===== src/hw/rtl/pngu_fifo.sv =====
// pngu_fifo: four-entry descriptor queue between front and back.
// Generic payload width; no package dependency.
`timescale 1ns / 1ps

module pngu_fifo #(
  parameter int WIDTH = 32
) (
  input  logic             clk,
  input  logic             rst,
  input  logic             push,
  input  logic [WIDTH-1:0] push_data,
  output logic             full,
  input  logic             pop,
  output logic [WIDTH-1:0] pop_data,
  output logic             not_empty
);

  localparam int DEPTH = 4;

  logic [WIDTH-1:0] slots [DEPTH];
  logic [1:0]       wr_ptr;
  logic [1:0]       rd_ptr;
  logic [2:0]       count;

  assign full      = (count == 3'(DEPTH));
  assign not_empty = (count != 3'd0);
  assign pop_data  = slots[rd_ptr];

  always_ff @(posedge clk) begin
    if (push) begin
      slots[wr_ptr] <= push_data;
    end
  end

  always_ff @(posedge clk) begin
    if (rst) begin
      wr_ptr <= 2'd0;
      rd_ptr <= 2'd0;
      count  <= 3'd0;
    end else begin
      if (push) begin
        wr_ptr <= wr_ptr + 2'd1;
      end
      if (pop) begin
        rd_ptr <= rd_ptr + 2'd1;
      end
      case ({push, pop})
        2'b10:   count <= count + 3'd1;
        2'b01:   count <= count - 3'd1;
        default: count <= count;
      endcase
    end
  end

endmodule


===== config.mk =====
export PLATFORM = sky130hd
export DESIGN_NAME = pngu_fifo
export DESIGN_NICKNAME = d
export VERILOG_FILES = /design/src/hw/rtl/pngu_fifo.sv
export SDC_FILE = /design/constraint.sdc
export NUM_CORES = 1
export LEC_CHECK = 0
export BUFFER_PORTS_ARGS = -buffer_cell sky130_fd_sc_hd__buf_2
export CORE_ASPECT_RATIO = 1.1
export CORE_UTILIZATION = 40
export CTS_BUF_LIST = sky130_fd_sc_hd__clkbuf_16
export CTS_CLUSTER_DIAMETER = 200
export DETAILED_ROUTE_END_ITERATION = 6
export PLACE_DENSITY = 0.64
export SLEW_MARGIN = 15
export SYNTH_ARGS = -nofsm -noshare
export SYNTH_HDL_FRONTEND = slang
export SYNTH_SLANG_ARGS = --single-unit

===== constraint.sdc =====
create_clock -name clk -period 4.58 [get_ports clk]
set_clock_uncertainty 0.1 [all_clocks]
set_input_delay 0.229 -clock clk [delete_from_list [all_inputs] [get_ports clk]]
set_output_delay 0.229 -clock clk [all_outputs]
set_load 0.03 [all_outputs]

==> out/metrics.csv <==
metric;value;unit
Final nets;366;
Die X;110;microns
VDD IR-drop max;0.000282;V
Max Fclk;367;MHz
synthesis-stage register bit count;137;
period utilisation layout;0.596;
fin. max-slew vios;0;
HPWL after DPL;5170;microns
Seq/Total Area, Yosys;0.791;
WL final;8900;microns
vias in the first global route;2577;
Mapped Avg Cell Area;24.2;sq um
worst endpoint required time;4.25;ns
status;finished, final reports clean;
power per cell area;466;nW/um^2
Worst Hold Slack;0.0519;ns
ranking of synthesized cells by area;edfxtp_1 76%, mux4_2 13%, dfxtp_1 3.5%;
# clock sinks;137;
Synth top area share;0.756;
total negative slack;0;ns
share of cells above drive strength 1;0.371;
crit-path cells;buf_4 > mux4_2 > buf_2;
total grt overflow;0;
crit path time final;2.73;ns
RSZ-0062 raised after global routing;no;
Post-DRT Antenna Nets;0;
Hold Path Class;in -> reg;
CTS HTree Levels;4;
Clk pin slew, worst setup/hold paths;0.05;ns
most used standard cell by instance count after synthesis;edfxtp_1;
Synth cell types;21;
crit path kind;reg -> out;
Primary FF master, synth;edfxtp_1;
num ports;70;
Post-synth EDFFs;128;
Mapped Area;5080;sq um
Final Setup Violations;0;
Root Driver;clkbuf_16;
post-layout util;0.524;
maxcap violations;0;
worst slew pin tran;0.908;ns
total die area;13200;sq um
final setup margin;1.85;ns
GRT Util Overall;0.149;
flop-to-flop setup slack;2.78;ns
Fillers;982;
drt pass-1 iters;6;
Setup Slack @ Placement;2.18;ns
Leakage;2.25;nW
vias per cell;4.94;
Mapped Nets;252;
post-CTS setup buffer count;0;
Max stage delay on crit path;0.78;ns
DR WL/cell;18.1;microns
TritonCTS clock tree;built;
Post-synth ARST share;0;
Buffers on Ports;69;
YS warnings;0;
Initial Util;0.417;
placeable core area;12200;sq um
startpoint types;flop;
row count;42;
Final Hold Viols;0;
Commonest cells post-synth;128 x edfxtp_1, 30 x mux4_2, 9 x dfxtp_1;
headroom to the max-slew limit;0.395;
Num CTS Buffers;17;
Clk Latency, worst-skew pair;0.40;ns
initial DRC count;99;
die height;120;microns
first-pass GRT wire length;13500;microns
critical path fanouts, max;19;
crit end category;output pin;
DRC Markers;0;
Critical Path AT;2.40;ns
cells after synthesis;210;
Layout area overhead;25.7;%
slowest stage cell, crit path;dfxtp_2;
post-synth top area cell;edfxtp_1;
initial antenna violation count;1;
GP Congestion;0.661;
Max Root-Sink Buffers;2;
via count;2429;
largest net degree at the start of global routing;33;
## per-stage QoR
stage	cells	instance area [sq um]	power (W)
after floorplan	210	5080	0.00173
after global placement	426	5550	0.00182
after detailed placement	426	5550	0.00182
after CTS	491	6390	0.00301
after global routing	492	6390	0.00308
final	492	6390	0.00298
## power breakdown
group / internal, W / total [W] / switching, W
combinational: 0.000140 / 0.000337 / 0.000197
clock: 0.000717 / 0.00117 / 0.000450
sequential: 0.00144 / 0.00148 / 0.0000381
total: 0.00229 / 0.00298 / 0.000685
## path summary, 6_finish.rpt
kind	startpoint	cells past startpoint	to
worst min register to register	count[2]	2	count[2]
worst max register to register	wr_ptr[0]	3	slots[0][21]
worst min-delay path	pop	3	flop
worst max-delay path	flop	3	pop_data[8]
## critical path: cells and delay by family (launching register included)
kind                   cells  cell delay [ns]
buffers and inverters      2             0.62
flip-flops                 1             0.78
multiplexers               1             0.59
## sequential cells by signal (all words and copies together), names as in the netlist, named ones only
name	cells
slots	128
count	3
rd_ptr	2
wr_ptr	2
## cells in the final DEF, fill, tap and decap left out, drive strengths merged, types with 3 or more instances in the layout
master       Yosys  routed
mux4            32      32
inv              3      11
ha               5       5
clkbuf           1      17
and2             4       4
nor2             7       7
clkinv           0       6
edfxtp         128     128
dlygate4sd3      0      33
buf              7      70
xnor2            3       3
dfxtp            9       9
## cell type report
cell class	count	area, sq um	area share
multi-input combinational	62	965	0.151
inverter	3	11.3	0.00176
clock buffer	17	425	0.0666
sequential	137	4030	0.630
clock inverter	15	83.8	0.0131
timing repair buffer	103	683	0.107
tap	154	193	0.0302
antenna	1	2.50	0.000392
## routing by layer
layer	vias to the layer above	global-route usage	routed length [microns]
met5	-	0	0
met4	0	0.0525	74
met3	7	0.0625	485
met2	71	0.240	4500
met1	1244	0.180	3840
li1	1107	-	-
## cells by family (layout without fill, tap and decap cells)
group                    after synthesis  in the layout  synth area share
AO/OA/AOI/OAI                          2              2           0.00197
buffers and inverters                 11            138            0.0199
flip-flops                           137            137             0.791
AND/OR/NAND/NOR                       15             15            0.0148
multiplexers                          34             34             0.147
other                                  0              1                 0
XOR/XNOR                               5              5           0.00861
adder cells (fa/ha/maj)                6              6            0.0162
## repair_timing
item	in CTS	in global routing
endpoints found under the setup margin	0	0
resized for setup	0	0
endpoints found under the hold margin	135	0
hold buffers	33	0
Power figures use the tool's default switching activity.
