--- src/hw/rtl/pngu_pkg.sv ---
// pngu_pkg: shared types and constants of the PNG scanline unfilter.
// Beat structs of both streams, filter codes, register indexes and the
// descriptor that travels from the front to the back. No dependencies.
`timescale 1ns / 1ps

package pngu_pkg;

  // Config register indexes and port widths
  localparam int CFG_INDEX_W = 4;
  localparam int CFG_DATA_W  = 13;
  localparam logic [CFG_INDEX_W-1:0] REG_ROW_WIDTH = 4'd0;
  localparam logic [CFG_INDEX_W-1:0] REG_BPP       = 4'd1;

  localparam logic [12:0] ROW_WIDTH_RESET = 13'd1;
  localparam logic [2:0]  BPP_RESET       = 3'd4;

  // Row filter codes; anything above Paeth collapses to FILT_BAD
  typedef enum logic [2:0] {
    FILT_NONE  = 3'd0,
    FILT_SUB   = 3'd1,
    FILT_UP    = 3'd2,
    FILT_AVG   = 3'd3,
    FILT_PAETH = 3'd4,
    FILT_BAD   = 3'd5
  } filter_t;

  typedef struct packed {
    logic [7:0] data_byte;
    logic       start_image;
  } in_beat_t;

  typedef struct packed {
    logic [7:0] pixel_byte;
    logic       row_end;
    logic       bad_filter;
  } out_beat_t;

  // One classified sample, front to back (column travels beside it)
  typedef struct packed {
    logic [7:0] data;
    filter_t    filter;
    logic [1:0] lane;       // channel slot of the left / above-left bytes
    logic       first;      // column zero: left context is empty
    logic       last;       // last byte of the row
    logic       first_row;  // no row above: above byte reads as zero
  } desc_t;

endpackage

--- src/hw/rtl/pngu_front.sv ---
// pngu_front: config registers, filter byte capture and column tracking.
// Turns each data beat into a descriptor for the back. Uses pngu_pkg.
`timescale 1ns / 1ps

module pngu_front #(
  parameter int MAX_WIDTH           = 4096,
  parameter int MAX_BYTES_PER_PIXEL = 4,
  parameter int COL_W               = 14
) (
  input  logic                         clk,
  input  logic                         rst,
  // config write channel
  input  logic                         cfg_valid,
  output logic                         cfg_ready,
  input  logic [pngu_pkg::CFG_INDEX_W-1:0] cfg_index,
  input  logic [pngu_pkg::CFG_DATA_W-1:0]  cfg_data,
  // input stream
  input  logic                         stream_valid,
  output logic                         stream_stall,
  input  pngu_pkg::in_beat_t           stream_beat,
  // descriptor queue side
  input  logic                         q_full,
  output logic                         q_push,
  output pngu_pkg::desc_t              q_desc,
  output logic [COL_W-1:0]             q_col
);

  localparam int DEPTH = MAX_WIDTH * MAX_BYTES_PER_PIXEL;
  localparam int RB_W  = $clog2(DEPTH + 1);
  localparam int W_W   = ($clog2(MAX_WIDTH + 1) > 13) ? $clog2(MAX_WIDTH + 1) : 13;

  logic [12:0]           row_width;
  logic [2:0]            bpp;
  logic                  awaiting;
  logic                  on_first_row;
  pngu_pkg::filter_t     row_filter;
  logic [COL_W-1:0]      col;
  logic [1:0]            k3;          // col mod 3, kept alongside col

  logic [W_W-1:0]        w_ext;
  logic [W_W-1:0]        w_eff;
  logic [RB_W-1:0]       row_bytes;
  logic                  use_four;
  logic                  take;
  logic                  is_filter;
  logic                  first_row_eff;
  logic                  last;

  assign cfg_ready = 1'b1;

  always_ff @(posedge clk) begin
    if (rst) begin
      row_width <= pngu_pkg::ROW_WIDTH_RESET;
      bpp       <= pngu_pkg::BPP_RESET;
    end else if (cfg_valid) begin
      case (cfg_index)
        pngu_pkg::REG_ROW_WIDTH: row_width <= cfg_data;
        pngu_pkg::REG_BPP:       bpp       <= cfg_data[2:0];
        default: ;
      endcase
    end
  end

  // Effective row length in bytes: width clamped to 1..MAX_WIDTH, times 3 or 4
  assign use_four = (MAX_BYTES_PER_PIXEL == 4) && (bpp >= 3'd4);

  always_comb begin
    w_ext = W_W'(row_width);
    if (w_ext == '0) begin
      w_eff = W_W'(1);
    end else if (w_ext > W_W'(MAX_WIDTH)) begin
      w_eff = W_W'(MAX_WIDTH);
    end else begin
      w_eff = w_ext;
    end
    if (use_four) begin
      row_bytes = RB_W'({w_eff, 2'b00});
    end else begin
      row_bytes = RB_W'(w_eff) + RB_W'({w_eff, 1'b0});
    end
  end

  assign stream_stall  = q_full;
  assign take          = stream_valid && !q_full;
  assign is_filter     = stream_beat.start_image || awaiting;
  assign first_row_eff = stream_beat.start_image || on_first_row;
  // col never reaches DEPTH: it only advances while col + 1 < row_bytes
  assign last          = (RB_W'(col) + RB_W'(1)) >= row_bytes;

  assign q_push           = take && !is_filter;
  assign q_col            = col;
  assign q_desc.data      = stream_beat.data_byte;
  assign q_desc.filter    = row_filter;
  assign q_desc.lane      = use_four ? col[1:0] : k3;
  assign q_desc.first     = (col == '0);
  assign q_desc.last      = last;
  assign q_desc.first_row = on_first_row;

  always_ff @(posedge clk) begin
    if (rst) begin
      awaiting     <= 1'b1;
      on_first_row <= 1'b1;
      row_filter   <= pngu_pkg::FILT_NONE;
      col          <= '0;
      k3           <= 2'd0;
    end else if (take) begin
      if (is_filter) begin
        awaiting     <= 1'b0;
        on_first_row <= first_row_eff;
        row_filter   <= (stream_beat.data_byte > 8'd4) ? pngu_pkg::FILT_BAD
                        : pngu_pkg::filter_t'(stream_beat.data_byte[2:0]);
        col          <= '0;
        k3           <= 2'd0;
      end else if (last) begin
        awaiting     <= 1'b1;
        on_first_row <= 1'b0;
        col          <= '0;
        k3           <= 2'd0;
      end else begin
        col <= col + COL_W'(1);
        k3  <= (k3 == 2'd2) ? 2'd0 : k3 + 2'd1;
      end
    end
  end

endmodule

--- config.mk ---
export PLATFORM = sky130hd
export DESIGN_NAME = pngu_front
export DESIGN_NICKNAME = d
export VERILOG_FILES = /design/src/hw/rtl/pngu_pkg.sv /design/src/hw/rtl/pngu_front.sv
export SDC_FILE = /design/constraint.sdc
export NUM_CORES = 1
export LEC_CHECK = 0
export BUFFER_PORTS_ARGS = -buffer_cell sky130_fd_sc_hd__clkbuf_2
export CAP_MARGIN = 20
export CORE_ASPECT_RATIO = 0.75
export CORE_MARGIN = 5
export CORE_UTILIZATION = 51
export CTS_CLUSTER_DIAMETER = 100
export CTS_CLUSTER_SIZE = 10
export DETAILED_ROUTE_END_ITERATION = 6
export PLACE_DENSITY_LB_ADDON = 0.12
export SYNTH_ARGS = -nofsm -noshare
export SYNTH_HDL_FRONTEND = slang
export SYNTH_SLANG_ARGS = --single-unit
--- constraint.sdc ---
create_clock -name clk -period 9.45 [get_ports clk]
set_input_delay 1.89 -clock clk [delete_from_list [all_inputs] [get_ports clk]]
set_output_delay 1.89 -clock clk [all_outputs]
set_load 0.01 [all_outputs]
==> results summary <==
The synthesized design contains 35 register bits. Dividing the synthesized area by the synthesized cell count gives 7.59 um^2. The initial core utilization came out at between 50 and 60%. Among all flip-flop cells after synthesis, the most frequent one is sky130_fd_sc_hd__dfxtp_1.

The first-pass iteration count of the detailed router came out at 5. The aggregate negative setup slack is 0 ps. The clock sink count is 35. Across all layers, the routed design uses 3,124 vias. IR analysis of the VDD net gives a maximum drop of around 59 uV. The routed length per placed instance came out at 15.6 um.

The detailed placer's ending HPWL came out at 6020 um. The net total in the final layout came out at roughly 490. The class of the most critical setup path is reg -> out. The worst hold path begins at row_filter[2]. The later pin in the worst-skew pair is clocked with a latency of roughly 290 ps. The tool flagged a number of max-cap violations equal to 0. The total global routing track utilization came out at 20.4%.

The minimum clock period after layout came out at 7060 ps. The transition at the pin with the smallest max-transition slack came out at slightly above 1000 ps. The number of failing hold endpoints at the final stage came out at 0. The net switching power of the design is 0.0817 mW. The fraction of layout cells with a size suffix above 1 is 18.8%. The layout overhead on the synthesized area came out at 12.0%.

The detailed-route DRC error count is 0. The global placement routability congestion came out at 0.888. The total wire length came out at 8120 um. The critical path startpoint category is a flip-flop. In this run the register-to-register setup slack is 4450 ps. The number of port buffers came out at a little over 60. The static power due to leakage is roughly 1.5 nW. The remaining antenna violation count after routing is 0. In the routed layout, each cell is associated on average with a via count of 6.01. The synthesized design devotes to its leading area cell type a little under a quarter of total area. The number of primary I/O pins is 64.

After technology mapping, the gate count stands at between 400 and 500. The count of yosys warnings during synthesis came out at 0. The H-tree depth reported by CTS came out at 2. For hold timing, the worst endpoint is row_filter[2]. The number of antenna repair diodes came out at 0. The die area is just under 8000 um^2. The die span in x came out at 99.7 um.

In this run switching power makes up 23.3% of total power. The number of global-route vias before repair is 2,782. The clock tree buffer depth came out at 2. After synthesis the cells add up to around 3000 um^2. The total number of placement rows came out at 24. The CTS clock-pin slew for the worst setup and hold paths is 80 ps. The worst setup skew after layout is about 6.6 ps. Setup repair after global routing left no endpoint under its margin. The worst pin sits at a relative slew slack of 31.1%. Sequential cells were found to cover 22.7% of the synthesized design area. Summing all placed instances gives a cell area of between 3000 and 4000 um^2. The instance count along the most critical hold path is 2. The quantity of gates resized following cts is 0. Yosys attributes the largest share of cell area to sky130_fd_sc_hd__dfxtp_1 (23%), sky130_fd_sc_hd__ha_1 (8.5%), sky130_fd_sc_hd__nand2_1 (6.8%), sky130_fd_sc_hd__mux2i_1 (4.2%), sky130_fd_sc_hd__nor2_1 (3.9%). STA classifies the critical path endpoint as a primary output. The cell count of the worst reg-to-reg path is 19. The first-pass GRT wire length came out at 13,200 um. The internal power contribution came out at about 0.27 mW. The power per unit of standard cell area came out at 102 nW/um^2. The dominant cell type by area after synthesis is sky130_fd_sc_hd__dfxtp_1.

The start of the worst register-to-register path is row_width[3]. The final max-slew violation count is 0. The number of different library cells in the post-synthesis netlist came out at 67.

In this run the post-CTS setup repair buffer count came out at 0. The power share of the sequential group is 43.7%. The aggregate global routing overflow came out at 0. The number of antenna violations at the first check in global routing is 0. The async set-or-reset flop fraction in the synthesized netlist is 0%. The share of total power in the clock network is between 40% and 50%.

Clock tree synthesis selected as its root buffer the cell sky130_fd_sc_hd__clkbuf_8. The total clock buffers created by CTS is 5. The number of hold-repair buffers added at the cts stage came out at 0. The total power came out at ~0.35 mW. Setup violations remaining at the end of the flow were counted as 0. At the worst endpoint, the required time is around 7600 ps. Along the worst path, the maximum fanout reaches 18.

The violation count after the first detailed-route iteration came out at 248. In this run the critical register-to-register path is captured at awaiting. The die outline height came out at about 77 um. The final design instance area without fill came out at 3450 um^2. The portion of the clock cycle consumed by the worst path in the final layout is 74.7%. The final hold slack came out at 463 ps.

The run finished with clean final reports. Sorting the synthesized cells by how often they occur yields sky130_fd_sc_hd__nand2_1 (56), sky130_fd_sc_hd__dfxtp_1 (35), sky130_fd_sc_hd__nor2_1 (32). The number of enable flip-flop cells after synthesis is 0.

By instance count, the leading cell after synthesis is sky130_fd_sc_hd__nand2_1. The achievable frequency is 142 MHz. The core area came out at 5830 um^2. In this run the worst hold path is classified as reg -> reg. The combinational power share is 9.2%.

TritonCTS built the clock tree. STA puts the critical path data arrival time at 5170 ps. The maximum number of pins on one net before global-route repair came out at 23. The number of nets produced by synthesis is 458.
[kinds of logic after synthesis]
family	synth area share [%]
other	0.122
buffers and inverters	8.53
and+or+nand+nor	28.0
AOI/OAI and AO/OA	21.9
muxes	5.08
adders and majority gates	8.53
DFF	22.7
xor gates and xnor gates	5.12
[power by group through the flow]
| stage | combinational, mW | clock (mW) | sequential (mW) |
|---|---|---|---|
| floorplan | 0.0227 | 0 | 0.154 |
| global placement | 0.0315 | 0 | 0.156 |
| detailed placement | 0.0319 | 0 | 0.156 |
| CTS | 0.0321 | 0.168 | 0.153 |
| global route | 0.0355 | 0.176 | 0.154 |
| finish | 0.0323 | 0.165 | 0.153 |
[routing by layer]
metal	share of wire, %	global-route usage, %	wire [um]	vias up
met5	0	0	0	-
met4	0.98	3.96	80	0
met3	8.1	4.44	656	11
met2	42	29.0	3450	147
met1	48	31.3	3940	1434
li1	-	-	-	1532
[state kept, by name, indices dropped and copies added (netlist names)]
| signal | count |
|---|---|
| row_width | 13 |
| on_first_row | 1 |
| row_filter | 3 |
| awaiting | 1 |
| q_col | 14 |
| k3 | 2 |
| bpp | 1 |
[critical path, cell delays in order, from the launching register on]
cell and delay (ps):
sky130_fd_sc_hd__dfxtp_1 730, sky130_fd_sc_hd__nor4_1 90, sky130_fd_sc_hd__nand3_1 150, sky130_fd_sc_hd__nor2b_1 240, sky130_fd_sc_hd__nor2_1 70, sky130_fd_sc_hd__ha_1 260, sky130_fd_sc_hd__ha_1 270, sky130_fd_sc_hd__or4_1 430
sky130_fd_sc_hd__o211ai_2 100, sky130_fd_sc_hd__a2111oi_0 100, sky130_fd_sc_hd__nor3_1 220, sky130_fd_sc_hd__xnor2_1 140, sky130_fd_sc_hd__mux2i_1 90, sky130_fd_sc_hd__ha_1 320, sky130_fd_sc_hd__and4_1 230, sky130_fd_sc_hd__nand4_1 140
sky130_fd_sc_hd__o21ai_1 640, sky130_fd_sc_hd__inv_1 160, sky130_fd_sc_hd__nand3_1 290, sky130_fd_sc_hd__clkbuf_2 200
[how the worst max path moves through the flow]
stage / cells past startpoint / to / startpoint / slack, ps
floorplan: 19 / q_desc[1] / row_width[5] / 3800
global placement: 19 / q_desc[1] / row_width[7] / 2980
detailed placement: 19 / q_desc[1] / row_width[7] / 2790
CTS: 19 / q_desc[1] / row_width[7] / 2440
global route: 19 / q_desc[1] / row_width[7] / 2050
finish: 19 / q_desc[1] / row_width[7] / 2390
[area by class of cell]
type / count / area (um^2)
flip-flops and latches: 35 / 701
clock buffers: 6 / 72.6
fillers: 554 / 2380
multi-input cells: 318 / 2130
well taps: 78 / 97.6
repair buffers: 64 / 329
clock inverters: 2 / 60.1
inverters: 17 / 63.8
[layout by cell type (no fill, tap or decap), types with 7 or more instances in the layout]
| cell type | n |
|---|---|
| sky130_fd_sc_hd__clkbuf_2 | 62 |
| sky130_fd_sc_hd__nand2_1 | 56 |
| sky130_fd_sc_hd__dfxtp_1 | 35 |
| sky130_fd_sc_hd__nor2_1 | 32 |
| sky130_fd_sc_hd__ha_1 | 21 |
| sky130_fd_sc_hd__nor3_1 | 19 |
| sky130_fd_sc_hd__inv_1 | 17 |
| sky130_fd_sc_hd__a21oi_1 | 14 |
| sky130_fd_sc_hd__mux2i_1 | 13 |
| sky130_fd_sc_hd__o21ai_1 | 11 |
| sky130_fd_sc_hd__nor2b_1 | 11 |
| sky130_fd_sc_hd__xnor2_1 | 10 |
| sky130_fd_sc_hd__o21ai_0 | 10 |
| sky130_fd_sc_hd__xor2_1 | 8 |
| sky130_fd_sc_hd__and3_1 | 8 |
| sky130_fd_sc_hd__nor4_1 | 7 |
| sky130_fd_sc_hd__o21a_1 | 7 |
| sky130_fd_sc_hd__o211ai_1 | 7 |
[through the flow]
| stage | util, % | setup WS (ps) | instances |
|---|---|---|---|
| after global placement | 56.7 | 2980 | 511 |
| after CTS | 59.0 | 2440 | 519 |
| final | 59.2 | 2390 | 520 |
| after detailed placement | 56.7 | 2790 | 511 |
| after floorplan | - | 3800 | 406 |
| after global routing | 59.2 | 2050 | 520 |
Power figures use the tool's default switching activity.
